File: src/hdl/dmx_channels_to_pixel_colors_macros.svh
// Assertion macros for the DMX pixel mapper.
// Both expect aclk and aresetn in scope of the module that uses them.
`ifndef DMX_CHANNELS_TO_PIXEL_COLORS_MACROS_SVH
`define DMX_CHANNELS_TO_PIXEL_COLORS_MACROS_SVH

`ifndef SYNTHESIS

// Flag a condition that must never be true outside reset.
`define DMXPX_NEVER(label, cond, msg) \
    label: assert property (@(posedge aclk) disable iff (!aresetn) !(cond)) else $error(msg);

// Flag an implication that fails outside reset.
`define DMXPX_IMPLY(label, ante, cons, msg) \
    label: assert property (@(posedge aclk) disable iff (!aresetn) (ante) |-> (cons)) \
        else $error(msg);

`else

`define DMXPX_NEVER(label, cond, msg)
`define DMXPX_IMPLY(label, ante, cons, msg)

`endif

`endif

File: src/hdl/dmxpx_pkg.sv
`default_nettype none

package dmxpx_pkg;

    localparam int ChanW   = 8;
    localparam int CountW  = 10;
    localparam int IndexW  = 9;
    localparam int TotalW  = 16;
    localparam int PerW    = 11;
    localparam int CopiesW = 7;
    localparam int PosW    = 3;
    localparam int NumCol  = 5;

    // Group sizes as written to the channels_per_group register
    localparam logic [PosW-1:0] GROUP_RGB   = 3'd3;
    localparam logic [PosW-1:0] GROUP_RGBW  = 3'd4;
    localparam logic [PosW-1:0] GROUP_RGBCW = 3'd5;

    // Channel positions inside a tuple
    localparam logic [PosW-1:0] POS_RED   = 3'd1;
    localparam logic [PosW-1:0] POS_GREEN = 3'd2;
    localparam logic [PosW-1:0] POS_BLUE  = 3'd3;

    // Copies per tuple are capped here
    localparam logic [CopiesW-1:0] COPIES_MAX = 7'd64;

    // Configuration register indexes
    localparam logic CFG_GROUP  = 1'b0;
    localparam logic CFG_COPIES = 1'b1;

    // Color lanes in the back end
    localparam int COL_RED   = 0;
    localparam int COL_GREEN = 1;
    localparam int COL_BLUE  = 2;
    localparam int COL_COLD  = 3;
    localparam int COL_WARM  = 4;

    // One completed tuple, undimmed, as it waits in the queue
    typedef struct packed {
        logic             clear;
        logic [ChanW-1:0] dim;
        logic [ChanW-1:0] red;
        logic [ChanW-1:0] green;
        logic [ChanW-1:0] blue;
        logic [ChanW-1:0] cold;
        logic [ChanW-1:0] warm;
    } tuple_t;

    typedef struct packed {
        logic full;
        logic empty;
    } queue_status_t;

    typedef enum logic [1:0] {
        BK_IDLE,
        BK_SCALE,
        BK_EMIT
    } back_state_t;

    // Exact floor(p / 255) for any product of two bytes
    function automatic logic [ChanW-1:0] div255(input logic [2*ChanW-1:0] p);
        logic [2*ChanW:0] s;
        s = (2*ChanW+1)'(p) + (2*ChanW+1)'(p[2*ChanW-1:ChanW]) + (2*ChanW+1)'(1);
        return s[2*ChanW-1:ChanW];
    endfunction

endpackage

`default_nettype wire

File: src/hdl/dmxpx_front.sv
`default_nettype none

module dmxpx_front
    import dmxpx_pkg::*;
(
    input  wire logic               aclk,
    input  wire logic               aresetn,
    input  wire logic               s_tvalid,
    output logic                    s_tready,
    input  wire logic [ChanW-1:0]   channel_value,
    input  wire logic [ChanW-1:0]   dim_level,
    input  wire logic               frame_start,
    input  wire logic [PosW-1:0]    channels_per_group,
    input  wire queue_status_t      q_status,
    output logic                    push,
    output tuple_t                  push_data
);

    logic [PosW-1:0]  pos_reg,   pos_next;
    logic [ChanW-1:0] red_reg,   red_next;
    logic [ChanW-1:0] green_reg, green_next;
    logic [ChanW-1:0] blue_reg,  blue_next;
    logic [ChanW-1:0] cold_reg,  cold_next;
    logic             clear_reg, clear_next;

    logic             accept;
    logic [PosW-1:0]  group;
    logic [PosW-1:0]  pos_eff;
    logic [ChanW-1:0] red_eff, green_eff, blue_eff, cold_eff;

    assign s_tready = !q_status.full;
    assign accept   = s_tvalid && !q_status.full;

    // Gather bytes into a tuple and hand completed tuples to the queue
    always_comb begin
        if (channels_per_group == GROUP_RGBW || channels_per_group == GROUP_RGBCW) begin
            group = channels_per_group;
        end else begin
            group = GROUP_RGB;
        end

        // Frame start restarts the tuple before this byte is taken
        pos_eff   = frame_start ? POS_RED : pos_reg;
        red_eff   = frame_start ? '0 : red_reg;
        green_eff = frame_start ? '0 : green_reg;
        blue_eff  = frame_start ? '0 : blue_reg;
        cold_eff  = frame_start ? '0 : cold_reg;

        push_data.clear = clear_reg || frame_start;
        push_data.dim   = dim_level;
        push_data.red   = red_eff;
        push_data.green = green_eff;
        push_data.blue  = (group == GROUP_RGB) ? channel_value : blue_eff;
        push_data.cold  = (group == GROUP_RGBCW) ? cold_eff : '0;
        push_data.warm  = (group == GROUP_RGB) ? '0 : channel_value;

        pos_next   = pos_reg;
        red_next   = red_reg;
        green_next = green_reg;
        blue_next  = blue_reg;
        cold_next  = cold_reg;
        clear_next = clear_reg;
        push       = 1'b0;

        if (accept) begin
            if (frame_start) begin
                clear_next = 1'b1;
                red_next   = '0;
                green_next = '0;
                blue_next  = '0;
                cold_next  = '0;
            end
            if (pos_eff < group) begin
                case (pos_eff)
                    POS_RED:   red_next   = channel_value;
                    POS_GREEN: green_next = channel_value;
                    POS_BLUE:  blue_next  = channel_value;
                    default:   cold_next  = channel_value;
                endcase
                pos_next = pos_eff + PosW'(1);
            end else begin
                push       = 1'b1;
                pos_next   = POS_RED;
                clear_next = 1'b0;
            end
        end
    end

    always_ff @(posedge aclk) begin
        if (!aresetn) begin
            pos_reg   <= POS_RED;
            red_reg   <= '0;
            green_reg <= '0;
            blue_reg  <= '0;
            cold_reg  <= '0;
            clear_reg <= 1'b0;
        end else begin
            pos_reg   <= pos_next;
            red_reg   <= red_next;
            green_reg <= green_next;
            blue_reg  <= blue_next;
            cold_reg  <= cold_next;
            clear_reg <= clear_next;
        end
    end

endmodule

`default_nettype wire

File: src/hdl/dmxpx_queue.sv
`default_nettype none

module dmxpx_queue
    import dmxpx_pkg::*;
#(
    parameter int DEPTH = 4
) (
    input  wire logic   aclk,
    input  wire logic   aresetn,
    input  wire logic   push,
    input  wire tuple_t push_data,
    input  wire logic   pop,
    output tuple_t      pop_data,
    output queue_status_t status
);

    localparam int AW = $clog2(DEPTH);
    localparam int CW = $clog2(DEPTH + 1);

    tuple_t          entry_reg [DEPTH];
    logic [AW-1:0]   wr_ptr_reg, wr_ptr_next;
    logic [AW-1:0]   rd_ptr_reg, rd_ptr_next;
    logic [CW-1:0]   count_reg,  count_next;

    assign status.full  = (count_reg == CW'(DEPTH));
    assign status.empty = (count_reg == '0);
    assign pop_data     = entry_reg[rd_ptr_reg];

    // Advance pointers and occupancy
    always_comb begin
        wr_ptr_next = wr_ptr_reg;
        rd_ptr_next = rd_ptr_reg;
        count_next  = count_reg;
        if (push) begin
            wr_ptr_next = (wr_ptr_reg == AW'(DEPTH - 1)) ? '0 : wr_ptr_reg + AW'(1);
        end
        if (pop) begin
            rd_ptr_next = (rd_ptr_reg == AW'(DEPTH - 1)) ? '0 : rd_ptr_reg + AW'(1);
        end
        if (push && !pop) begin
            count_next = count_reg + CW'(1);
        end else if (pop && !push) begin
            count_next = count_reg - CW'(1);
        end
    end

    always_ff @(posedge aclk) begin
        if (!aresetn) begin
            wr_ptr_reg <= '0;
            rd_ptr_reg <= '0;
            count_reg  <= '0;
        end else begin
            wr_ptr_reg <= wr_ptr_next;
            rd_ptr_reg <= rd_ptr_next;
            count_reg  <= count_next;
        end
    end

    // Store the incoming tuple
    always_ff @(posedge aclk) begin
        if (push) begin
            entry_reg[wr_ptr_reg] <= push_data;
        end
    end

endmodule

`default_nettype wire

File: src/hdl/dmxpx_back.sv
`default_nettype none

module dmxpx_back
    import dmxpx_pkg::*;
#(
    parameter int MAX_PIXELS = 512
) (
    input  wire logic                     aclk,
    input  wire logic                     aresetn,
    input  wire queue_status_t            q_status,
    input  wire tuple_t                   head,
    output logic                          pop,
    input  wire logic [CopiesW-1:0]       pixels_per_section,
    output logic                          m_tvalid,
    input  wire logic                     m_tready,
    output logic [IndexW-1:0]             pixel_index,
    output logic [NumCol-1:0][ChanW-1:0]  colors,
    output logic [TotalW-1:0]             power_total,
    output logic                          last
);

    localparam logic [CountW-1:0] PixLimit = CountW'(MAX_PIXELS);

    back_state_t                    state_reg, state_next;
    logic [NumCol-1:0][2*ChanW-1:0] prod_reg,  prod_next;
    logic [NumCol-1:0][ChanW-1:0]   color_reg, color_next;
    logic [PerW-1:0]                per_reg,   per_next;
    logic [CopiesW-1:0]             copies_reg, copies_next;
    logic [CountW-1:0]              count_reg, count_next;
    logic [TotalW-1:0]              total_reg, total_next;

    logic                           out_valid_reg, out_valid_next;
    logic [IndexW-1:0]              out_index_reg, out_index_next;
    logic [NumCol-1:0][ChanW-1:0]   out_color_reg, out_color_next;
    logic [TotalW-1:0]              out_total_reg, out_total_next;
    logic                           out_last_reg,  out_last_next;

    logic                           emit_ok;
    logic                           slot_free;
    logic                           last_write;
    logic [TotalW:0]                total_sum;

    assign emit_ok    = (copies_reg != '0) && (count_reg < PixLimit);
    assign slot_free  = !out_valid_reg || m_tready;
    assign last_write = (copies_reg == CopiesW'(1)) || ((count_reg + CountW'(1)) == PixLimit);
    assign total_sum  = (TotalW+1)'(total_reg) + (TotalW+1)'(per_reg);

    assign m_tvalid    = out_valid_reg;
    assign pixel_index = out_index_reg;
    assign colors      = out_color_reg;
    assign power_total = out_total_reg;
    assign last        = out_last_reg;

    // Next state
    always_comb begin
        state_next = state_reg;
        case (state_reg)
            BK_IDLE: begin
                if (!q_status.empty) begin
                    state_next = BK_SCALE;
                end
            end
            BK_SCALE: begin
                state_next = BK_EMIT;
            end
            BK_EMIT: begin
                if (!emit_ok) begin
                    state_next = BK_IDLE;
                end else if (slot_free && last_write) begin
                    state_next = BK_IDLE;
                end
            end
            default: begin
                state_next = BK_IDLE;
            end
        endcase
    end

    // Datapath and output register
    always_comb begin
        pop            = 1'b0;
        prod_next      = prod_reg;
        color_next     = color_reg;
        per_next       = per_reg;
        copies_next    = copies_reg;
        count_next     = count_reg;
        total_next     = total_reg;
        out_valid_next = out_valid_reg && !m_tready;
        out_index_next = out_index_reg;
        out_color_next = out_color_reg;
        out_total_next = out_total_reg;
        out_last_next  = out_last_reg;

        case (state_reg)
            BK_IDLE: begin
                // Take the next tuple and multiply by the dimmer
                if (!q_status.empty) begin
                    pop = 1'b1;
                    prod_next[COL_RED]   = (2*ChanW)'(head.red)   * (2*ChanW)'(head.dim);
                    prod_next[COL_GREEN] = (2*ChanW)'(head.green) * (2*ChanW)'(head.dim);
                    prod_next[COL_BLUE]  = (2*ChanW)'(head.blue)  * (2*ChanW)'(head.dim);
                    prod_next[COL_COLD]  = (2*ChanW)'(head.cold)  * (2*ChanW)'(head.dim);
                    prod_next[COL_WARM]  = (2*ChanW)'(head.warm)  * (2*ChanW)'(head.dim);
                    if (head.clear) begin
                        count_next = '0;
                        total_next = '0;
                    end
                    copies_next = (pixels_per_section > COPIES_MAX) ? COPIES_MAX
                                                                    : pixels_per_section;
                end
            end
            BK_SCALE: begin
                // Divide by full scale and form the per-write brightness
                for (int i = 0; i < NumCol; i++) begin
                    color_next[i] = div255(prod_reg[i]);
                end
                per_next = PerW'(color_next[COL_RED]) + PerW'(color_next[COL_GREEN])
                         + PerW'(color_next[COL_BLUE]) + PerW'(color_next[COL_COLD])
                         + PerW'(color_next[COL_WARM]);
            end
            BK_EMIT: begin
                // Write one copy whenever the output register is free
                if (emit_ok && slot_free) begin
                    out_valid_next = 1'b1;
                    out_index_next = count_reg[IndexW-1:0];
                    out_color_next = color_reg;
                    total_next     = total_sum[TotalW] ? '1 : total_sum[TotalW-1:0];
                    out_total_next = total_next;
                    out_last_next  = last_write;
                    count_next     = count_reg + CountW'(1);
                    copies_next    = copies_reg - CopiesW'(1);
                end
            end
            default: begin
            end
        endcase
    end

    always_ff @(posedge aclk) begin
        if (!aresetn) begin
            state_reg     <= BK_IDLE;
            copies_reg    <= '0;
            count_reg     <= '0;
            total_reg     <= '0;
            out_valid_reg <= 1'b0;
        end else begin
            state_reg     <= state_next;
            copies_reg    <= copies_next;
            count_reg     <= count_next;
            total_reg     <= total_next;
            out_valid_reg <= out_valid_next;
        end
    end

    always_ff @(posedge aclk) begin
        prod_reg      <= prod_next;
        color_reg     <= color_next;
        per_reg       <= per_next;
        out_index_reg <= out_index_next;
        out_color_reg <= out_color_next;
        out_total_reg <= out_total_next;
        out_last_reg  <= out_last_next;
    end

endmodule

`default_nettype wire

File: src/hdl/dmx_channels_to_pixel_colors.sv
// Channel   | Direction | Carries
// s_        | in        | one DMX channel byte with the frame dimmer and frame start
// m_        | out       | one pixel write: index, dimmed colors, running brightness
// cfg_      | in        | register writes: group size, copies per tuple
//
// A byte is taken every cycle while the tuple queue has room.
// Each completed tuple passes through two back-end steps (multiply, scale),
// then one cycle per pixel copy, so the copy loop sets the sustained rate.
// The output register refills in the cycle its write is taken; a stalled write
// holds the copy loop until m_tready returns.
// aresetn is synchronous and active low; no clearing pass follows it.
`default_nettype none
`include "dmx_channels_to_pixel_colors_macros.svh"

module dmx_channels_to_pixel_colors
    import dmxpx_pkg::*;
#(
    parameter int MAX_PIXELS  = 512,
    parameter int QUEUE_DEPTH = 4
) (
    input  wire logic         aclk,
    input  wire logic         aresetn,
    input  wire logic         s_tvalid,
    output logic              s_tready,
    input  wire logic [15:0]  s_tdata,   // channel_value[7:0], dim_level[15:8]
    input  wire logic         s_tuser,   // frame_start
    output logic              m_tvalid,
    input  wire logic         m_tready,
    // pixel_index[8:0], red[16:9], green[24:17], blue[32:25], cold_white[40:33],
    // warm_white[48:41], power_total[64:49], zero[71:65]
    output logic [71:0]       m_tdata,
    output logic              m_tlast,
    input  wire logic         cfg_we,
    input  wire logic         cfg_index,
    input  wire logic [6:0]   cfg_wdata
);

    logic [PosW-1:0]               group_reg;
    logic [CopiesW-1:0]            copies_reg;

    logic                          q_push;
    logic                          q_pop;
    tuple_t                        q_in;
    tuple_t                        q_head;
    queue_status_t                 q_status;

    logic [IndexW-1:0]             pixel_index;
    logic [NumCol-1:0][ChanW-1:0]  colors;
    logic [TotalW-1:0]             power_total;

    // Hold configuration registers
    always_ff @(posedge aclk) begin
        if (!aresetn) begin
            group_reg  <= GROUP_RGB;
            copies_reg <= CopiesW'(1);
        end else if (cfg_we) begin
            case (cfg_index)
                CFG_GROUP:  group_reg  <= cfg_wdata[PosW-1:0];
                CFG_COPIES: copies_reg <= cfg_wdata[CopiesW-1:0];
                default: begin
                end
            endcase
        end
    end

    dmxpx_front u_front (
        .aclk               (aclk),
        .aresetn            (aresetn),
        .s_tvalid           (s_tvalid),
        .s_tready           (s_tready),
        .channel_value      (s_tdata[7:0]),
        .dim_level          (s_tdata[15:8]),
        .frame_start        (s_tuser),
        .channels_per_group (group_reg),
        .q_status           (q_status),
        .push               (q_push),
        .push_data          (q_in)
    );

    dmxpx_queue #(
        .DEPTH (QUEUE_DEPTH)
    ) u_queue (
        .aclk      (aclk),
        .aresetn   (aresetn),
        .push      (q_push),
        .push_data (q_in),
        .pop       (q_pop),
        .pop_data  (q_head),
        .status    (q_status)
    );

    dmxpx_back #(
        .MAX_PIXELS (MAX_PIXELS)
    ) u_back (
        .aclk               (aclk),
        .aresetn            (aresetn),
        .q_status           (q_status),
        .head               (q_head),
        .pop                (q_pop),
        .pixels_per_section (copies_reg),
        .m_tvalid           (m_tvalid),
        .m_tready           (m_tready),
        .pixel_index        (pixel_index),
        .colors             (colors),
        .power_total        (power_total),
        .last               (m_tlast)
    );

    assign m_tdata = {7'd0, power_total, colors[COL_WARM], colors[COL_COLD],
                      colors[COL_BLUE], colors[COL_GREEN], colors[COL_RED], pixel_index};

    `DMXPX_NEVER(a_push_when_full, q_push && q_status.full, "tuple pushed into a full queue")
    `DMXPX_NEVER(a_pop_when_empty, q_pop && q_status.empty, "tuple popped from an empty queue")
    `DMXPX_IMPLY(a_full_after_push, $rose(q_status.full), $past(q_push), "queue filled without a push")

endmodule

`default_nettype wire

File: config.mk
export PLATFORM = sky130hd
export DESIGN_NAME = dmx_channels_to_pixel_colors
export DESIGN_NICKNAME = d
export VERILOG_FILES = /design/src/hdl/dmxpx_pkg.sv /design/src/hdl/dmxpx_front.sv /design/src/hdl/dmxpx_queue.sv /design/src/hdl/dmxpx_back.sv /design/src/hdl/dmx_channels_to_pixel_colors.sv
export VERILOG_INCLUDE_DIRS = /design/src /design/src/hdl
export SDC_FILE = /design/constraint.sdc
export NUM_CORES = 1
export LEC_CHECK = 0
export ABC_AREA = 0
export ABC_CLOCK_PERIOD_IN_PS = 5900
export BUFFER_PORTS_ARGS = -buffer_cell sky130_fd_sc_hd__buf_2
export CAP_MARGIN = 25
export CORE_MARGIN = 2
export CORE_UTILIZATION = 57
export DETAILED_ROUTE_END_ITERATION = 12
export PLACE_DENSITY_LB_ADDON = 0.15
export SLEW_MARGIN = 40
export SYNTH_ARGS = -nofsm -noshare
export SYNTH_HDL_FRONTEND = slang
export SYNTH_SLANG_ARGS = --single-unit
File: constraint.sdc
create_clock -name aclk -period 5.9 [get_ports aclk]
set_clock_uncertainty 0.15 [all_clocks]
set_input_delay 0.59 -clock aclk [delete_from_list [all_inputs] [get_ports aclk]]
set_output_delay 0.59 -clock aclk [all_outputs]
set_load 0.01 [all_outputs]
==> results of run 1 <==
-- area by class of cell --
cell class	instances	area, um^2
clock buffers	67	1370
flip-flops and latches	484	13600
multi-input cells	1789	15400
well taps	688	861
inverters	341	1280
diodes	1	2.50
repair buffers	193	1300
clock inverters	26	256
fillers	4116	18700
-- stage by stage --
step           setup TNS, ns  cell area (um^2)
2_1_floorplan              0             30500
3_3_place_gp               0             32200
3_5_place_dp         -0.0172             32300
4_1_cts                    0             33900
5_1_grt              -0.0492             34100
6_report                   0             34100
-- cell families after synthesis --
kind of cell	share of synthesized area [%]
and+or+nand+nor	11.7
xor gates and xnor gates	3.54
adders and majority gates	23.7
muxes	3.78
DFF	44.6
buffers and inverters	5.27
other	0.0123
AOI/OAI and AO/OA	7.43
-- cell usage after synthesis, types with 33 or more instances --
cell type  count
a21oi_1       76
a22oi_1       39
and2_1        86
clkbuf_1      58
dfxtp_1       91
edfxtp_1     393
fa_1         199
ha_1         259
inv_1        339
nand2_1      266
nand3_1       33
nor2_1       237
nor2b_1       35
o21a_1        42
o21ai_0       67
xnor2_1       88
-- what timing repair did --
item / CTS / global route
pin swaps: 2 / 11
resized for setup: 1 / 25
hold buffers: 0 / 0
buffers inserted: 0 / 16
setup endpoints to repair: 1 / 20
-- how the worst max path moves through the flow --
stage,endpoint,slack [ns],cells past startpoint
after floorplan,u_back.prod_reg[79],0.07,19
after global placement,u_back.per_reg[10],0.08,22
after detailed placement,u_back.per_reg[10],-0.02,22
after CTS,u_back.per_reg[10],0.01,22
after global routing,u_back.per_reg[9],-0.03,23
final,u_back.prod_reg[79],0.23,18
-- layer usage --
metal  track usage [%]  vias up
li1                  -     9468
met1              32.1     9644
met4              8.72        0
met3              2.67      116
met5                 0        -
met2              38.7      502
-- critical path, stage by stage, from the launching register on --
cell and delay [ns]:
dfxtp_4 0.50, buf_12 0.23, mux4_2 0.66, nand2_1 0.15
fa_1 0.42, fa_1 0.54, inv_1 0.05, fa_1 0.48
inv_1 0.05, fa_1 0.49, inv_1 0.05, ha_1 0.30
a21boi_0 0.15, o21ai_0 0.17, nand2b_1 0.10, a21o_1 0.20
a41o_1 0.25, o41a_1 0.32, xnor2_1 0.13
==> impl_metrics.yaml, run 1 <==
finish:
  largest_reg_flops: 196
  area_delta_synth_final_pct: 11.8
  final_util_pct: 64.6
  layout_commonest_cell: "edfxtp_1"
  drive_above_1_share_pct: 12.5
  nets: 3347
  fin_cells: 3589
  final_cell_mix: "edfxtp_1 (393), inv_1 (337), nand2_1 (266)"
yosys:
  synthCells: 2686
  synth-seq-cells: 484
  yosysSeqAreaShare_pct: 44.6
  synth_cell_type_count: 64
  synth_edf_count: 393
  yosys.area.top_type: "edfxtp_1"
  synth_ff_type: "edfxtp_1"
  yosys_warnings: 0
  ys_async_sr_fraction_pct: 0
  synthTopCellsByArea: "edfxtp_1 (39%), fa_1 (13%), ha_1 (11%)"
  syn-cell-area_mm2: 0.0305
  synth_top_area_share_pct: 38.7
  syn-mean-instance-area_um2: 11.4
setup_path:
  r2r-end: "u_back.prod_reg[79]"
  rrSetupSlack_ns: 0.23
  crit_type: "flip-flop to flip-flop"
  crit_required_ns: 6.09
  rr_worst_depth: 18
  end_kind: "flip-flop"
  worst_ep_arrival_time_ns: 5.86
  startpoint_type: "flip-flop"
  cp_max_fo: 22
outcome:
  status: "finished, final reports clean"
placement:
  placed_cells: 3479
  portBuffers: 97
  place.gp.congestion: 0.867
  place.detailed.hpwl_mm: 48.3
  dp_slack_ns: -0.0172
worst_hold_path:
  hold_path_end: "u_queue.entry_reg[2][41]"
  hold_depth: 1
  min_path_type: "input pin to flip-flop"
  min-delay-start: "s_tdata[9]"
global_route:
  grt_pass1_vias: 19998
  grt_pass1_wl_mm: 104
  grt_max_degree: 73
  grt-ovfl-total: 0
  grt_use_total_pct: 23.4
  antenna_found_initial: 1
clocking:
  h-tree-depth: 2
  clock_path_buffers: 3
  cts_buffers: 50
  clkLatencyLatePin_ns: 0.60
  cts_root_buffer: "clkbuf_16"
  cts_tree: "built"
  clock-sinks: 484
  worst_setup_hold_path_clk_slew_ns: 0.06
detailed_routing:
  wl_met1_mm: 28.7
  dr_wl_met3_mm: 2.81
  drc_errors: 0
  routed.top_layer: "met4"
  first_pass_iters: 6
  drt-total-wl_mm: 63.9
  met2_length_mm: 30.5
  avgViaCountPerCell: 5.50
  drt_iter0_drc: 1371
  routed-via-count: 19730
  wl_per_cell_um: 17.8
  final_antenna_net_count: 0
timing:
  holdWs_ns: 0.0573
  setup_viol: 0
  period_needed_ns: 5.67
  maxSlewViolCount: 0
  min_period_over_period_pct: 96.2
  hold_viol_final: 0
  max_freq_ghz: 0.176
  tightest_slew_ns: 0.837
  maxSlewHeadroom_pct: 43.8
  layout_setup_ws_ns: 0.226
floorplanning:
  rows: 84
  core_mm2: 0.0528
  die-area_mm2: 0.0554
  chipHeight_um: 235
  die_w_um: 235
  initial_utilization_pct: 57.8
  ios: 105
flow_run:
  cap_violations: 0
Power of run 1 is not shown: default switching activity piles up to over one toggle a cycle in this logic, so the estimate is an artifact.
==> run 2: changes to the inputs <==
--- a/config.mk
+++ b/config.mk
@@ -14,6 +14,7 @@
 export CORE_UTILIZATION = 57
 export DETAILED_ROUTE_END_ITERATION = 12
 export PLACE_DENSITY_LB_ADDON = 0.15
+export RECOVER_POWER = 25
 export SLEW_MARGIN = 40
 export SYNTH_ARGS = -nofsm -noshare
 export SYNTH_HDL_FRONTEND = slang
==> impl_metrics.yaml, run 2 (synthesized netlist as in run 1, its figures left out) <==
finish:
  final_cell_mix: "edfxtp_1 (393), inv_1 (337), nand2_1 (266)"
  drive_above_1_share_pct: 12.0
  layout_commonest_cell: "edfxtp_1"
  nets: 3347
  fin_cells: 3588
  largest_reg_flops: 196
  area_delta_synth_final_pct: 11.7
  antenna-diode-count: 0
setup_path:
  worst_ep_arrival_time_ns: 5.85
  slowest_stage: "mux4_2"
  startpoint_type: "flip-flop"
  end_kind: "flip-flop"
  crit_required_ns: 6.09
  crit_chain: "buf_12 -> mux4_2 -> nand2_1 -> fa_1 -> fa_1 -> inv_1 -> fa_1 -> inv_1 -> fa_1 -> inv_1 -> ha_1 -> a21boi_0 -> o21ai_0 -> nand2b_1 -> a21o_1 -> a41o_1 -> o41a_1 -> xnor2_1"
  crit_type: "flip-flop to flip-flop"
  crit_family: "adder cells"
  path_common_cell: "fa_1"
  cp_max_fo: 22
  max_stage_delay_ns: 0.65
  crit_buf_inv: 4
detailed_routing:
  wl_per_cell_um: 17.8
  drt-total-wl_mm: 63.9
  drt_iter0_drc: 1372
  drc_errors: 0
  first_pass_iters: 7
  final_antenna_net_count: 0
  routed-via-count: 19693
  avgViaCountPerCell: 5.49
floorplanning:
  chipHeight_um: 235
  die-area_mm2: 0.0554
  ios: 105
  rows: 84
  core_mm2: 0.0528
  die_w_um: 235
  initial_utilization_pct: 57.8
clocking:
  clkLatencyLatePin_ns: 0.59
  cts_buffers: 50
  clock_path_buffers: 3
  h-tree-depth: 2
  cts-hold-fix-buffers: 0
  cts_root_buffer: "clkbuf_16"
  cts_tree: "built"
  worst_setup_hold_path_clk_slew_ns: 0.06
  clock-sinks: 484
timing:
  min_period_over_period_pct: 96.1
  hold_viol_final: 0
  maxSlewHeadroom_pct: -114
  setup_viol: 0
  tightest_slew_ns: 3.21
  maxSlewViolCount: 120
  max_freq_ghz: 0.176
  period_needed_ns: 5.67
  holdWs_ns: 0.0915
placement:
  place.gp.congestion: 0.867
  placed_cells: 3479
  place.detailed.hpwl_mm: 48.3
  portBuffers: 97
global_route:
  grt_use_total_pct: 23.4
  grt_pass1_vias: 19998
  grt_max_degree: 73
  antenna_found_initial: 0
  grt_pass1_wl_mm: 104
  grt-ovfl-total: 0
outcome:
  status: "finished with violations"
  violations: "capacitance limit, slew limit"
worst_hold_path:
  min_path_type: "input pin to flip-flop"
flow_run:
  cap_violations: 2
-- run 2: repair_timing --
item / CTS / global route
resized for setup: 1 / 25
setup endpoints to repair: 1 / 20
buffers inserted: 0 / 16
pin swaps: 2 / 11
endpoints found under the hold margin: 0 / 0
-- run 2: layout make-up --
class / instances / area [um^2]
multi-input combinational: 1789 / 15400
inverter: 341 / 1280
tap: 688 / 861
clock buffer: 67 / 1370
clock inverter: 26 / 256
fill: 4128 / 18700
timing repair buffer: 193 / 1280
sequential: 484 / 13600
-- run 2: stage by stage --
stage	utilization (%)	setup WS [ns]	area, um^2	setup TNS (ns)
3_3_place_gp	61.1	0.0809	32200	0
3_5_place_dp	61.2	-0.0172	32300	-0.0172
5_1_grt	64.6	-0.0301	34100	-0.0492
6_report	64.6	0.231	34100	0
4_1_cts	64.3	0.0109	33900	0
2_1_floorplan	-	0.0678	30500	0
-- run 2: worst min-delay path: stages --
cell	delay (ns)
buf_2	0.10
mux2i_1	0.06
nand2_1	0.06
-- run 2: path summary, 6_finish.rpt --
check                           slack (ns)  cells after the start             endpoint            startpoint
worst min register to register        0.27                      0    u_back.colors[19]  u_back.color_reg[19]
worst max-delay path                  0.23                     18  u_back.prod_reg[79]             flip-flop
worst max register to register        0.23                     18  u_back.prod_reg[79]             flip-flop
worst min-delay path                  0.09                      3         group_reg[0]          cfg_wdata[0]
-- run 2: per-layer routing --
metal / vias to the layer above / share of wire, % / GRT usage [%]
met2: 505 / 48 / 38.7
met1: 9615 / 45 / 32.1
met3: 117 / 4.5 / 2.67
met5: - / 0 / 0
li1: 9456 / - / -
met4: 0 / 3.2 / 8.72
Power of run 2 is left out for the same reason.
